<file path="src/sv/tmpq_pkg.sv">
`timescale 1ns / 1ps

package tmpq_pkg;

    localparam int SAMPLE_BITS = 8;
    localparam int COUNT_BITS = 8;
    localparam int CFG_BITS = 8;
    localparam int REG_COUNT = 7;
    localparam int INDEX_BITS = $clog2(REG_COUNT);
    localparam int WINDOW_DEPTH = 3;

    typedef logic [SAMPLE_BITS-1:0] sample_t;
    typedef logic [COUNT_BITS-1:0] count_t;
    typedef logic [CFG_BITS-1:0] cfg_t;
    typedef sample_t [WINDOW_DEPTH-1:0] window_t;

    typedef enum logic [INDEX_BITS-1:0] {
        REG_SETTLE      = 3'd0,
        REG_STABLE      = 3'd1,
        REG_CONTROL_ROW = 3'd2,
        REG_DIGIT_ROW   = 3'd3,
        REG_PLUS        = 3'd4,
        REG_MINUS       = 3'd5,
        REG_OK          = 3'd6
    } reg_index_t;

    typedef enum logic [2:0] {
        ZONE_NONE   = 3'd0,
        ZONE_PLUS   = 3'd1,
        ZONE_MINUS  = 3'd2,
        ZONE_OK     = 3'd3,
        ZONE_CANCEL = 3'd4,
        ZONE_DIGIT  = 3'd5
    } zone_t;

    localparam cfg_t SETTLE_RESET      = 8'd20;
    localparam cfg_t STABLE_RESET      = 8'd40;
    localparam cfg_t CONTROL_ROW_RESET = 8'd71;
    localparam cfg_t DIGIT_ROW_RESET   = 8'd181;
    localparam cfg_t PLUS_RESET        = 8'd71;
    localparam cfg_t MINUS_RESET       = 8'd124;
    localparam cfg_t OK_RESET          = 8'd179;

    localparam count_t FILL_COUNT    = count_t'(WINDOW_DEPTH);
    localparam count_t COUNT_MAX     = {COUNT_BITS{1'b1}};
    localparam count_t COUNT_RESTART = count_t'(WINDOW_DEPTH);

endpackage

</file>
<file path="src/sv/tmpq_sort3.sv">
`timescale 1ns / 1ps

module tmpq_sort3
    import tmpq_pkg::*;
(
    input  window_t window,
    input  sample_t fresh,
    output window_t sorted
);

    window_t stage_a;
    window_t stage_b;

    // Entry 0 takes the new sample, then the pairs (0,1), (0,2), (1,2) are ordered.
    always_comb
    begin
        stage_a = window;
        stage_a[0] = fresh;
        if (stage_a[1] < stage_a[0])
        begin
            stage_a[0] = window[1];
            stage_a[1] = fresh;
        end

        stage_b = stage_a;
        if (stage_a[2] < stage_a[0])
        begin
            stage_b[0] = stage_a[2];
            stage_b[2] = stage_a[0];
        end

        sorted = stage_b;
        if (stage_b[2] < stage_b[1])
        begin
            sorted[1] = stage_b[2];
            sorted[2] = stage_b[1];
        end
    end

endmodule

</file>
<file path="src/sv/touch_median_press_qualifier.sv">
`timescale 1ns / 1ps

// Channel  | Direction | Handshake                    | Word
// ---------+-----------+------------------------------+---------------------------------------
// sample   | in        | sample_valid / sample_ready  | pen_down, x_sample, y_sample
// result   | out       | result_valid / result_ready  | press_valid, x_coord, y_coord, zone
// cfg      | in        | cfg_valid / cfg_ready        | cfg_index, cfg_data
//
// One sample word is taken per cycle unless stalled; its result word is valid next cycle.
// The median network, counters and zone decode sit between the sample handshake and
// the result register, so that register alone sets the latency.
// The sample side stalls only while a result word waits and result_ready is low.
// cfg_ready is always high. Reset clears the counters, references, flag and result_valid.

module touch_median_press_qualifier
    import tmpq_pkg::*;
(
    input  logic                  clk,
    input  logic                  rst_n,

    input  logic                  sample_valid,
    output logic                  sample_ready,
    input  logic                  pen_down,
    input  sample_t               x_sample,
    input  sample_t               y_sample,

    output logic                  result_valid,
    input  logic                  result_ready,
    output logic                  press_valid,
    output sample_t               x_coord,
    output sample_t               y_coord,
    output logic [2:0]            zone,

    input  logic                  cfg_valid,
    output logic                  cfg_ready,
    input  logic [INDEX_BITS-1:0] cfg_index,
    input  cfg_t                  cfg_data
);

    cfg_t    cfg_reg [REG_COUNT];

    count_t  reading_count_reg;
    count_t  reading_count_next;
    count_t  match_count_reg;
    count_t  match_count_next;
    sample_t x_reference_reg;
    sample_t x_reference_next;
    sample_t y_reference_reg;
    sample_t y_reference_next;
    logic    qualified_reg;
    logic    qualified_next;
    window_t x_window_reg;
    window_t x_window_next;
    window_t y_window_reg;
    window_t y_window_next;

    window_t x_sorted;
    window_t y_sorted;
    zone_t   zone_next;

    logic    result_valid_reg;
    logic    press_valid_reg;
    sample_t x_coord_reg;
    sample_t y_coord_reg;
    zone_t   zone_reg;

    logic    take;

    assign cfg_ready    = 1'b1;
    assign sample_ready = !result_valid_reg || result_ready;
    assign take         = sample_valid && sample_ready;

    tmpq_sort3 u_x_sort
    (
        .window (x_window_reg),
        .fresh  (x_sample),
        .sorted (x_sorted)
    );

    tmpq_sort3 u_y_sort
    (
        .window (y_window_reg),
        .fresh  (y_sample),
        .sorted (y_sorted)
    );

    always_comb
    begin
        reading_count_next = reading_count_reg;
        match_count_next   = match_count_reg;
        x_reference_next   = x_reference_reg;
        y_reference_next   = y_reference_reg;
        qualified_next     = qualified_reg;
        x_window_next      = x_window_reg;
        y_window_next      = y_window_reg;

        if (pen_down && !qualified_reg && (x_sample != '0) && (y_sample != '0))
        begin
            reading_count_next = reading_count_reg + count_t'(1);
            if (reading_count_reg < FILL_COUNT)
            begin
                x_window_next[reading_count_reg[1:0]] = x_sample;
                y_window_next[reading_count_reg[1:0]] = y_sample;
                match_count_next = '0;
                x_reference_next = '0;
                y_reference_next = '0;
            end
            else
            begin
                x_window_next = x_sorted;
                y_window_next = y_sorted;
                if (reading_count_next > cfg_reg[REG_SETTLE])
                begin
                    // The axes are swapped when the references are taken.
                    if (y_reference_reg == '0)
                    begin
                        y_reference_next = x_sorted[1];
                    end
                    if (x_reference_reg == '0)
                    begin
                        x_reference_next = y_sorted[1];
                    end
                    if ((x_sorted[1] == y_reference_next) && (y_sorted[1] == x_reference_next))
                    begin
                        match_count_next = match_count_reg + count_t'(1);
                    end
                    if (match_count_next == cfg_reg[REG_STABLE])
                    begin
                        qualified_next = 1'b1;
                        if (reading_count_next == COUNT_MAX)
                        begin
                            reading_count_next = COUNT_RESTART;
                        end
                    end
                end
            end
        end

        if (!pen_down)
        begin
            reading_count_next = '0;
            qualified_next     = 1'b0;
        end
    end

    always_comb
    begin
        zone_next = ZONE_NONE;
        if (qualified_next)
        begin
            if (y_reference_next < cfg_reg[REG_CONTROL_ROW])
            begin
                if (x_reference_next < cfg_reg[REG_PLUS])
                begin
                    zone_next = ZONE_PLUS;
                end
                else if (x_reference_next < cfg_reg[REG_MINUS])
                begin
                    zone_next = ZONE_MINUS;
                end
                else if (x_reference_next < cfg_reg[REG_OK])
                begin
                    zone_next = ZONE_OK;
                end
                else
                begin
                    zone_next = ZONE_CANCEL;
                end
            end
            else if (y_reference_next < cfg_reg[REG_DIGIT_ROW])
            begin
                zone_next = ZONE_DIGIT;
            end
        end
    end

    always_ff @(posedge clk or negedge rst_n)
    begin
        if (!rst_n)
        begin
            cfg_reg[REG_SETTLE]      <= SETTLE_RESET;
            cfg_reg[REG_STABLE]      <= STABLE_RESET;
            cfg_reg[REG_CONTROL_ROW] <= CONTROL_ROW_RESET;
            cfg_reg[REG_DIGIT_ROW]   <= DIGIT_ROW_RESET;
            cfg_reg[REG_PLUS]        <= PLUS_RESET;
            cfg_reg[REG_MINUS]       <= MINUS_RESET;
            cfg_reg[REG_OK]          <= OK_RESET;
        end
        else if (cfg_valid && (cfg_index < INDEX_BITS'(REG_COUNT)))
        begin
            cfg_reg[cfg_index] <= cfg_data;
        end
    end

    always_ff @(posedge clk or negedge rst_n)
    begin
        if (!rst_n)
        begin
            reading_count_reg <= '0;
            match_count_reg   <= '0;
            x_reference_reg   <= '0;
            y_reference_reg   <= '0;
            qualified_reg     <= 1'b0;
            result_valid_reg  <= 1'b0;
        end
        else
        begin
            if (take)
            begin
                reading_count_reg <= reading_count_next;
                match_count_reg   <= match_count_next;
                x_reference_reg   <= x_reference_next;
                y_reference_reg   <= y_reference_next;
                qualified_reg     <= qualified_next;
                result_valid_reg  <= 1'b1;
            end
            else if (result_ready)
            begin
                result_valid_reg <= 1'b0;
            end
        end
    end

    always_ff @(posedge clk)
    begin
        if (take)
        begin
            x_window_reg    <= x_window_next;
            y_window_reg    <= y_window_next;
            press_valid_reg <= qualified_next;
            x_coord_reg     <= x_reference_next;
            y_coord_reg     <= y_reference_next;
            zone_reg        <= zone_next;
        end
    end

    assign result_valid = result_valid_reg;
    assign press_valid  = press_valid_reg;
    assign x_coord      = x_coord_reg;
    assign y_coord      = y_coord_reg;
    assign zone         = zone_reg;

    a_release_clears: assert property (@(posedge clk) disable iff (!rst_n)
        (sample_valid && sample_ready && !pen_down)
        |=> (result_valid && !press_valid && (zone == ZONE_NONE)))
        else $error("released panel did not clear the press");

    a_zone_needs_press: assert property (@(posedge clk) disable iff (!rst_n)
        (result_valid && (zone != ZONE_NONE)) |-> press_valid)
        else $error("zone reported without a qualified press");

    a_qualified_after_fill: assert property (@(posedge clk) disable iff (!rst_n)
        qualified_reg |-> (reading_count_reg >= FILL_COUNT))
        else $error("press qualified during the fill phase");

    a_stall_only_when_full: assert property (@(posedge clk) disable iff (!rst_n)
        !sample_ready |-> (result_valid && !result_ready))
        else $error("sample side stalled without a waiting result");

endmodule

</file>
<file path="config.mk">
export PLATFORM = sky130hd
export DESIGN_NAME = touch_median_press_qualifier
export DESIGN_NICKNAME = d
export VERILOG_FILES = /design/src/sv/tmpq_pkg.sv /design/src/sv/tmpq_sort3.sv /design/src/sv/touch_median_press_qualifier.sv
export SDC_FILE = /design/constraint.sdc
export NUM_CORES = 1
export LEC_CHECK = 0
export ABC_AREA = 1
export CORE_ASPECT_RATIO = 1.5
export CORE_UTILIZATION = 60
export CTS_BUF_LIST = sky130_fd_sc_hd__clkbuf_8
export CTS_CLUSTER_SIZE = 14
export DETAILED_ROUTE_END_ITERATION = 10
export DONT_BUFFER_PORTS = 1
export GPL_TIMING_DRIVEN = 0
export PLACE_DENSITY = 0.81
export SYNTH_ARGS = -nofsm -noshare
export SYNTH_HDL_FRONTEND = slang
export SYNTH_HIERARCHICAL = 1
export SYNTH_SLANG_ARGS = --single-unit
</file>
<file path="constraint.sdc">
create_clock -name clk -period 18.8 [get_ports clk]
set_input_delay 1.88 -clock clk [delete_from_list [all_inputs] [get_ports clk]]
set_output_delay 1.88 -clock clk [all_outputs]
set_load 0.1 [all_outputs]
</file>
# [Yosys cells after proc, flatten, opt, wreduce, memory -nomap -nowiden]
# Index checks and enable logic that the tools add are counted.
# W data, S select, Z words.
[totals] wordCells=124 output_inout_bits=23 ff_bits=158
[op_classes] n_lt_le_gt_ge=18 mux=55 eq_ne=5 addsub=2 reduce_logical=20 bitwise=1
[ops] op="$mux W8" count=32
[ops] op="$lt A8 B8 Y1" count=11
[ops] op="$mux W16" count=4
[ops] op="$bwmux W56" count=1
[ops] op="$bwmux W24" count=2
[ops] op="$mux W24" count=2
[ops] op="$demux W8 S3" count=1
[ops] op="$eq A8 B8 Y1" count=3
[ops] op="$add A8 B1 Y8 const B" count=2
[ops] op="$demux W8 S2" count=1
[ops] op="$logic_not A8 Y1" count=2
[ops] op="$reduce_bool A8 Y1" count=2
[ops] op="$mux W3" count=5
[ops] op="$eq A8 B8 Y1 const B" count=1
[ops] op="$gt A8 B8 Y1" count=1
[ops] op="$logic_and A1 B1 Y1" count=8
[ops] op="$lt A8 B2 Y1 const B" count=1
[ops] op="$mux W1" count=7
[ops] op="$ge A4 B4 Y1 const B" count=1
[ops] op="$lt A4 B1 Y1 const B" count=1
[ops] op="$not A3 Y4" count=1
[ops] op="$reduce_and A2 Y1" count=2
[ops] op="$reduce_bool A2 Y1" count=2
[ops] op="$lt A2 B3 Y1 const B" count=1
[ops] op="other kinds (6)" count=7

# [Depth between registers and ports, before layout]
# Gate-level depths: netlist of run 1.
[depth] depth_word=22 depth_mapped=52 depth_no_buf=49

# [Hierarchy]
# The synthesis of run 1 kept the hierarchy.
[modules_own_cells] module="touch_median_press_qualifier" cells_per_inst=1061 n_inst=1 area_each_um2=8719.6
[modules_own_cells] module="tmpq_sort3" cells_per_inst=226 n_inst=2 area_each_um2=1163.6

# [Least setup slack after synthesis of run 1]
# Ideal clock, no wire load.
[synth_path] path_kind="input -> register" start="in x_sample[7]" end="reg zone_reg[1] (netlist: zone[1]), data pin" path_stages=42 slack_ns=11.398 setup_ns=0.252 n_path_buf=4 required_ns=18.548 t_arrival_ns=7.150 cell_sequence="inv_1 -> ha_1 -> nand2_1 -> o21a_1 -> nand2_2 -> clkbuf_1 -> clkbuf_1 -> a21oi_1 -> inv_1 -> ha_1 -> a21oi_1 -> nor2_1 -> a211oi_1 -> nand2_2 -> buf_2 -> o21ai_1 -> ha_1 -> a21oi_1 -> [6 not listed] -> nand2_1 -> nand2_1 -> nor2_1 -> nand2_1 -> nor2_1 -> nand2_1 -> nor2_8 -> nand3_4 -> nand2_1 -> nand2_1 -> nand2_1 -> nand2_1 -> nand2_1 -> nor2_2 -> nand3_1 -> nand2_2 -> nand3_1 -> nor2_1"
[synth_lines] item="start: declaration" line_no="touch_median_press_qualifier.sv:24" rtl="input sample_t x_sample,"
[synth_lines] item="end signal: assignment" line_no="touch_median_press_qualifier.sv:233" rtl="zone_reg <= zone_next;"
[synth_lines] item="end: declaration" line_no="touch_median_press_qualifier.sv:65" rtl="zone_t zone_reg;"

==> run metrics, run 1 <==
Setup violations, final=0; relative max-transition margin=a little under a fifth; CP Max Fanout=10; core box area=~17000 µm²; final instance area=around 11000 µm²; Final Hold Vio Count=0; drt pass-1 iters=5; Clock Pin Slew Worst Setup and Hold Paths=roughly 0.080 ns; Routed Antenna Nets=0; first-pass GRT wire length=41900 µm; Non-Filler Instances=about 1700; vias in the first global route=roughly 9000; Post-Syn Nets=roughly 1500; # DRC=0; Post-CTS Hold Fix Bufs=0; Hold WC Path Type=reg -> reg; setup_tns=0 ns; Final #Nets=approximately 1600; Initial Util=61.1%; required time of the critical path=19.11 ns; crit path DAT=just under 9 ns; worst slew pin tran=approximately 1.2 ns; CTS resizes=0; Die Area=approximately 18000 µm²; Yosys Warn Count=6; Area Growth Syn to Fin=6.57%; I/O pin count=56; total wire length=about 26000 µm; share of cells above drive strength 1=roughly 8.2%; post-place setup slack=10.11 ns; HPWL after detailed placement=19900 µm; Skew-Pair Late Insertion Delay=~0.46 ns; Largest register FFs=56; Setup WS post-layout=10.41 ns; Max stage delay on crit path=between 0.5 and 0.6 ns; placed insts=1621; depth of the CTS H-tree=4; die height=roughly 160 µm; CP max stage cell=a211oi_2; Post-CTS Setup Bufs=0; post-layout util=65.1%; RSZ-0062 raised after global routing=no; max-capacitance violation count=0; Final min period=approximately 8.4 ns; outcome=finished, final reports clean; number of DRC markers in iteration 0=slightly above 700; power per cell area=between 100 and 150 nW/µm²; wire length per cell=about 15 µm; Post-DP Area=between 10000 and 15000 µm²; row cnt=between 50 and 60; CTS Buffer Depth=2; DR vias=between 9000 and 10000; peak supply drop=~0.086 mV; grt ovf=0; fin crit share=44.6%; I/O Buffers=0; CTS Root Cell=clkbuf_8; cells after synthesis=around 1400; leak pwr=5.61 nW; clk sinks=142; vias per std cell=between 5 and 6; critical path class=in -> reg; GP Congestion=about 0.94; Max Fclk=around 0.12 GHz; Die W=108 µm; Crit. End Element=register; initial antenna violation count=0; startpoint types=input port; number of diodes=0; total track usage=31.0%; clock skew=about 0.016 ns; CTS tree=done; syn_area_per_cell=7.23 µm²; CP dominant cell by count=nand2_1; Syn Std Cell Area=10200 µm²; cts bufs inserted=17; pin count of the biggest net entering global routing=between 90 and 100; Pins Over Slew Limit=0
## where the power goes
group / switching, mW / total [mW] / internal (mW)
Clock: 0.134 / 0.256 / 0.122
Combinational: 0.586 / 0.869 / 0.283
Sequential: 0.0796 / 0.468 / 0.388
## area by class of cell
class | count | area (µm²)
Fill cell | 1494 | 5820
Multi-Input combinational cell | 1009 | 5350
Sequential cell | 142 | 3850
Inverter | 215 | 807
Tap cell | 210 | 263
Clock buffer | 17 | 234
Buffer | 45 | 203
Clock inverter | 15 | 171
## cells in the final DEF, fill, tap and decap left out, types with 9 or more instances in the layout
cell      count
nand2_1     420
o21ai_0     150
inv_1       206
o22ai_1      10
inv_2         9
dfrtp_1      63
a21oi_1      46
clkbuf_8     17
ha_1         89
nand4_1      11
nand2_2      19
edfxtp_1     52
xor2_1       10
nand3_1     110
o21ai_1      18
nor2_1       83
dfstp_2      27
clkbuf_1     33
## layer usage
layer	share of wire [%]	GRT usage (%)	up-vias
met2	53	57.5	325
li1	-	-	4588
met4	4.1	14.9	0
met3	5.1	5.42	77
met5	0	0	-
met1	37	33.1	4179
## stage by stage
step	hold WS [ns]	power, mW
2_1_floorplan	0.453	1.13
3_3_place_gp	0.466	1.30
3_5_place_dp	0.473	1.32
4_1_cts	0.493	1.58
5_1_grt	0.514	1.73
6_report	0.491	1.59
## final timing paths
check	from	endpoint	slack [ns]	depth (start not counted)
setup / recovery	y_sample[7]	zone[1]	10.41	42
hold / removal	cfg_reg[8]	cfg_reg[8]	0.49	2
setup reg to reg	x_window_reg[15]	zone[1]	11.42	40
hold reg to reg	cfg_reg[8]	cfg_reg[8]	0.49	2
max in group asynchronous	rst_n	cfg_reg[29]	17.45	0
min in group asynchronous	rst_n	match_count_reg[3]	1.11	0
## worst max-delay path: cells and delay by family
| family | cells | cell delay (ns) |
|---|---|---|
| buffers and inverters | 7 | 1.53 |
| adders and majority gates | 3 | 0.83 |
| AOI/OAI and AO/OA | 6 | 1.52 |
| and+or+nand+nor | 26 | 2.92 |
(Power assumes the default switching activity.)
==> inputs of run 2 (changes only) <==
==> constraint.sdc (replaced) <==
create_clock -name clk -period 8.3 [get_ports clk]
set_input_delay 0.83 -clock clk [delete_from_list [all_inputs] [get_ports clk]]
set_output_delay 0.83 -clock clk [all_outputs]
set_load 0.1 [all_outputs]
==> run 2 against run 1 <==
Total power is 130% higher; critical path depth is 2 lower; via count about the same; die area stayed put; clock power up 130%; register-to-register slack lost 10 ns; cell count did not move; flip-flop and latch count is the same.
==> run metrics, run 2 (synthesized netlist as in run 1, its figures left out) <==
critical path class=reg -> reg; register area=3850 µm² (unchanged); row cnt=58 (unchanged); Post-CTS Setup Bufs=0 (unchanged); grt ovf=0 (unchanged); Routed Antenna Nets=0 (unchanged); leak pwr=5.61 nW (unchanged); max-capacitance violation count=0 (unchanged); relative max-transition margin=19.4% (+0.43 points); startpoint types=register; FF-to-FF path depth=40 (unchanged); vias in the first global route=8996 (-0.10%); Crit. End Element=register; HPWL after detailed placement=19900 µm (unchanged); Hold WC Path Type=in -> async; wire length per cell=15.5 µm (-0.14%); drt pass-1 iters=5 (unchanged); commonest non-fill, non-tap cell in the layout=nand2_1; power per cell area=332 nW/µm² (+130%); cts bufs inserted=17 (unchanged); number of diodes=0 (unchanged); total wire length=25600 µm (-0.14%); pin count of the biggest net entering global routing=91 (unchanged); share of cells above drive strength 1=8.25% (unchanged); core box area=16700 µm² (unchanged); CP dominant cell by count=nand2_1; first-pass GRT wire length=41900 µm (about the same); CTS Root Cell=clkbuf_8; Die Area=17500 µm² (unchanged); fin crit share=around nine tenths; depth of the CTS H-tree=4 (unchanged); Initial Util=61.1% (unchanged); Area Growth Syn to Fin=6.57% (unchanged); Setup violations, final=0 (unchanged); Non-Filler Instances=1653 (unchanged); crit path DAT=7.69 ns (-1.01 ns); CP Max Fanout=10 (unchanged); Die W=108 µm (unchanged); commonest non-fill, non-tap cells in the layout=nand2_1, inv_1, o21ai_0; CTS Buffer Depth=2 (unchanged); required time of the critical path=8.61 ns (-10.50 ns); DR vias=9176 (+0.076%); Max stage delay on crit path=0.50 ns (about the same); CTS tree=done; number of DRC markers in iteration 0=736 (+3.2%); total track usage=31.0% (about the same); area of the multi-input gates=5350 µm² (unchanged); placed insts=1621 (unchanged); peak supply drop=0.196 mV (+130%); clock skew=0.0160 ns (-0.000379 ns); Final Hold Vio Count=0 (unchanged); Largest register FFs=56 (unchanged); clk sinks=142 (unchanged); outcome=finished, final reports clean; Clock Pin Slew Worst Setup and Hold Paths=0.09 ns (about the same); vias per std cell=5.55 (about the same); initial antenna violation count=0 (unchanged); CP max stage cell=a211oi_2; Skew-Pair Late Insertion Delay=0.47 ns (about the same); Max Fclk=roughly 0.14 GHz; CTS resizes=0 (unchanged); Post-CTS Hold Fix Bufs=0 (unchanged); Design Power=3.61 mW (+130%); fill cell count=1494 (unchanged); die height=162 µm (unchanged); RSZ-0062 raised after global routing=no; I/O Buffers=0 (unchanged); Final min period=between 7 and 8 ns; GP Congestion=0.939 (unchanged); # DRC=0 (unchanged); setup_tns=0 ns (unchanged); Final #Nets=1552 (unchanged); worst slew pin tran=1.20 ns (-0.00642 ns); I/O pin count=56 (unchanged); Pins Over Slew Limit=0 (unchanged)
## run 2: cell counts in the layout (fill, tap and decap cells not counted)
No cell type changed its count.
## run 2: final cells by class
| type | count | area share (%) |
|---|---|---|
| plain buffers | 45 | 1.86 |
| inverters | 215 | 7.42 |
| flip-flops and latches | 142 | 35.4 |
| clock inverters | 15 | 1.58 |
| multi-input cells | 1009 | 49.2 |
| clock buffers | 17 | 2.15 |
| well taps | 210 | 2.42 |
## run 2: stage by stage
stage	hold slack (ns)	area, µm²	setup slack [ns]	util, %
floorplan	0.453	10200	1.97	-
global placement	0.466	10500	0.811	62.7
detailed placement	0.473	10500	0.662	62.7
CTS	0.0241	10900	1.03	65.1
global route	0.0369	10900	0.0614	65.1
finish	0.0645	10900	0.924	65.1
## run 2: final timing paths
path / start / to / slack, ns
setup reg to reg: x_window_reg[15] / zone[1] / 0.92
setup / recovery: x_window_reg[15] / zone[1] / 0.92
hold / removal: rst_n / match_count_reg[3] / 0.06
min in group clk: cfg_reg[8] / cfg_reg[8] / 0.49
hold reg to reg: cfg_reg[8] / cfg_reg[8] / 0.49
max in group asynchronous: rst_n / cfg_reg[29] / 8.00
## run 2: critical path, delay by kind of cell (launching register included)
kind	cells	cell delay (ns)
simple gates	23	2.65
buf+inv	6	1.41
fa+ha+maj	3	0.87
flops	1	0.45
compound gates	8	1.85
## run 2: where the power goes
part	switching, mW	internal [mW]
Clock	0.303	0.277
Sequential	0.181	0.879
Combinational	1.33	0.641
Total	1.81	1.80
## run 2: routing by layer
| metal | wire, µm | vias up | part of all wire (%) | GRT usage, % |
|---|---|---|---|---|
| met5 | 0 | - | 0 | 0 |
| li1 | - | 4585 | - | - |
| met1 | 9560 | 4185 | 37 | 33.1 |
| met2 | 13700 | 324 | 53 | 57.7 |
| met3 | 1320 | 82 | 5.2 | 5.42 |
| met4 | 1020 | 0 | 4.0 | 14.4 |
==> inputs of run 3 (changes only) <==
==> constraint.sdc (replaced) <==
create_clock -name clk -period 8.2 [get_ports clk]
set_input_delay 0.82 -clock clk [delete_from_list [all_inputs] [get_ports clk]]
set_output_delay 0.82 -clock clk [all_outputs]
set_load 0.1 [all_outputs]
==> run 3 against run 2 <==
Cell count stayed put; wire length increased by 0.56%; register-to-register slack got worse by 0.11 ns; worst hold slack got worse by 0.012 ns; first-iteration DRC count is 2.2% lower; die area stayed put; clock skew is 0.0012 ns lower; maximum frequency decreased by 0.14%; core utilization is essentially flat; total power up 1.6%; via count increased by 0.33%; setup slack lost 0.11 ns; largest cell class unchanged.
==> run metrics, run 3 (synthesized netlist as in run 1, its figures left out) <==
outcome=finished, final reports clean; Pins Over Slew Limit=0 (unchanged); number of DRC markers in iteration 0=720 (-2.2%); vias in the first global route=8996 (unchanged); Initial Util=61.1% (unchanged); commonest non-fill, non-tap cells in the layout=nand2_1, inv_1, o21ai_0; share of cells above drive strength 1=8.25% (unchanged); FF-to-FF path depth=41 (+2.5%); startpoint types=register; Hold WC Path Type=in -> async; Non-Filler Instances=1653 (unchanged); Setup violations, final=0 (unchanged); HPWL after detailed placement=19900 µm (unchanged); wire length per cell=15.6 µm (+0.56%); area of the multi-input gates=5350 µm² (+0.14%); Final #Nets=1552 (unchanged); Final Hold Vio Count=0 (unchanged); total track usage=31.0% (unchanged); clock skew=0.0147 ns (-0.00123 ns); RSZ-0062 raised after global routing=no; core box area=16700 µm² (unchanged); setup_tns=0 ns (unchanged); initial antenna violation count=0 (unchanged); Hold Slack=0.0525 ns (-0.0120 ns); die height=162 µm (unchanged); row cnt=58 (unchanged); Max Fclk=0.135 GHz (-0.14%); Die W=108 µm (unchanged); GP Congestion=0.939 (unchanged); Area Growth Syn to Fin=6.65% (about the same); placed insts=1621 (unchanged); number of diodes=0 (unchanged); CP dominant cell by count=nand2_1; grt ovf=0 (unchanged); Post-DP Area=10500 µm² (unchanged); first-pass GRT wire length=41900 µm (unchanged); critical path class=reg -> reg; CP Max Fanout=10 (unchanged); cts bufs inserted=17 (unchanged); register area=3850 µm² (unchanged); CP max stage cell=a211oi_2; CTS Root Cell=clkbuf_8; Setup WS post-layout=0.813 ns (-0.111 ns); Die Area=17500 µm² (unchanged); final instance area=10900 µm² (about the same); fill cell count=1494 (unchanged); peak supply drop=0.200 mV (+1.9%); max-capacitance violation count=0 (unchanged); relative max-transition margin=19.3% (-0.049 points); I/O Buffers=0 (unchanged); Largest register FFs=56 (unchanged); power per cell area=337 nW/µm² (+1.5%); Clock Pin Slew Worst Setup and Hold Paths=0.09 ns (about the same); Routed Antenna Nets=0 (unchanged); drt pass-1 iters=5 (unchanged); Skew-Pair Late Insertion Delay=0.46 ns (about the same); Crit. End Element=register; clk sinks=142 (unchanged); DR vias=9206 (+0.33%); Final min period=7.39 ns (+0.0106 ns); r2r endpoint=zone[1]; fin crit share=90.1% (+1.2 points); pin count of the biggest net entering global routing=91 (unchanged); reg2reg start=y_window_reg[15]; Post-CTS Hold Fix Bufs=0 (unchanged); # DRC=0 (unchanged); CTS Buffer Depth=2 (unchanged); worst slew pin tran=1.21 ns (+0.000735 ns); Post-CTS Setup Bufs=0 (unchanged); commonest non-fill, non-tap cell in the layout=nand2_1; leak pwr=5.61 nW (about the same); depth of the CTS H-tree=4 (unchanged); Max stage delay on crit path=0.51 ns (about the same); vias per std cell=5.57 (+0.33%); reg-to-reg slack, setup=0.81 ns (-0.11 ns); total wire length=25700 µm (+0.56%); crit path DAT=7.70 ns (about the same); required time of the critical path=8.52 ns (-0.09 ns); CTS tree=done; I/O pin count=56 (unchanged); post-place setup slack=0.572 ns (-0.0900 ns)
==> run 3: how the worst max path moves through the flow <==
stage                                start      end  slack, ns  cells after the start
after floorplan                x_sample[7]  zone[1]       1.88                     42
after global placement         x_sample[7]  zone[1]       0.72                     45
after detailed placement       x_sample[7]  zone[1]       0.57                     43
after CTS                 x_window_reg[15]  zone[1]       0.93                     44
after global routing      x_window_reg[15]  zone[1]       0.06                     40
final                     y_window_reg[15]  zone[1]       0.81                     41
==> run 3: cell type report <==
class,count,share of cell area (%)
buffer,45,1.86
clock buffer,17,2.15
clock inverter,15,1.58
inverter,215,7.42
multi-input combinational,1009,49.2
sequential,142,35.4
tap,210,2.42
==> run 3: critical path: cells and delay by family, from the launching register on <==
kind | cells | cell delay, ns
buffers and inverters | 6 | 1.48
and+or+nand+nor | 26 | 2.95
DFF | 1 | 0.43
AOI/OAI and AO/OA | 6 | 1.51
adders and majority gates | 3 | 0.86
==> run 3: report_power, final <==
group,internal [mW],total (mW),switching (mW)
registers,0.890,1.07,0.183
logic,0.651,2.00,1.35
clock network,0.280,0.588,0.307
total,1.82,3.66,1.84
==> run 3: timing repair <==
item                                    CTS  global route
endpoints found under the setup margin    0             2
endpoints found under the hold margin     0             0
gates resized for setup                   0             1
==> run 3: stage by stage <==
step	util [%]	power, mW
2_1_floorplan	-	2.60
3_3_place_gp	62.7	2.97
3_5_place_dp	62.7	3.03
4_1_cts	65.1	3.63
5_1_grt	65.2	3.97
6_report	65.2	3.66
==> run 3: metal layers <==
metal / GRT usage (%) / vias up / share of wire, %
met1: 33.1 / 4227 / 38
met5: 0 / - / 0
met2: 57.7 / 312 / 53
met4: 14.4 / 0 / 3.9
met3: 5.42 / 78 / 5.1
li1: - / 4589 / -
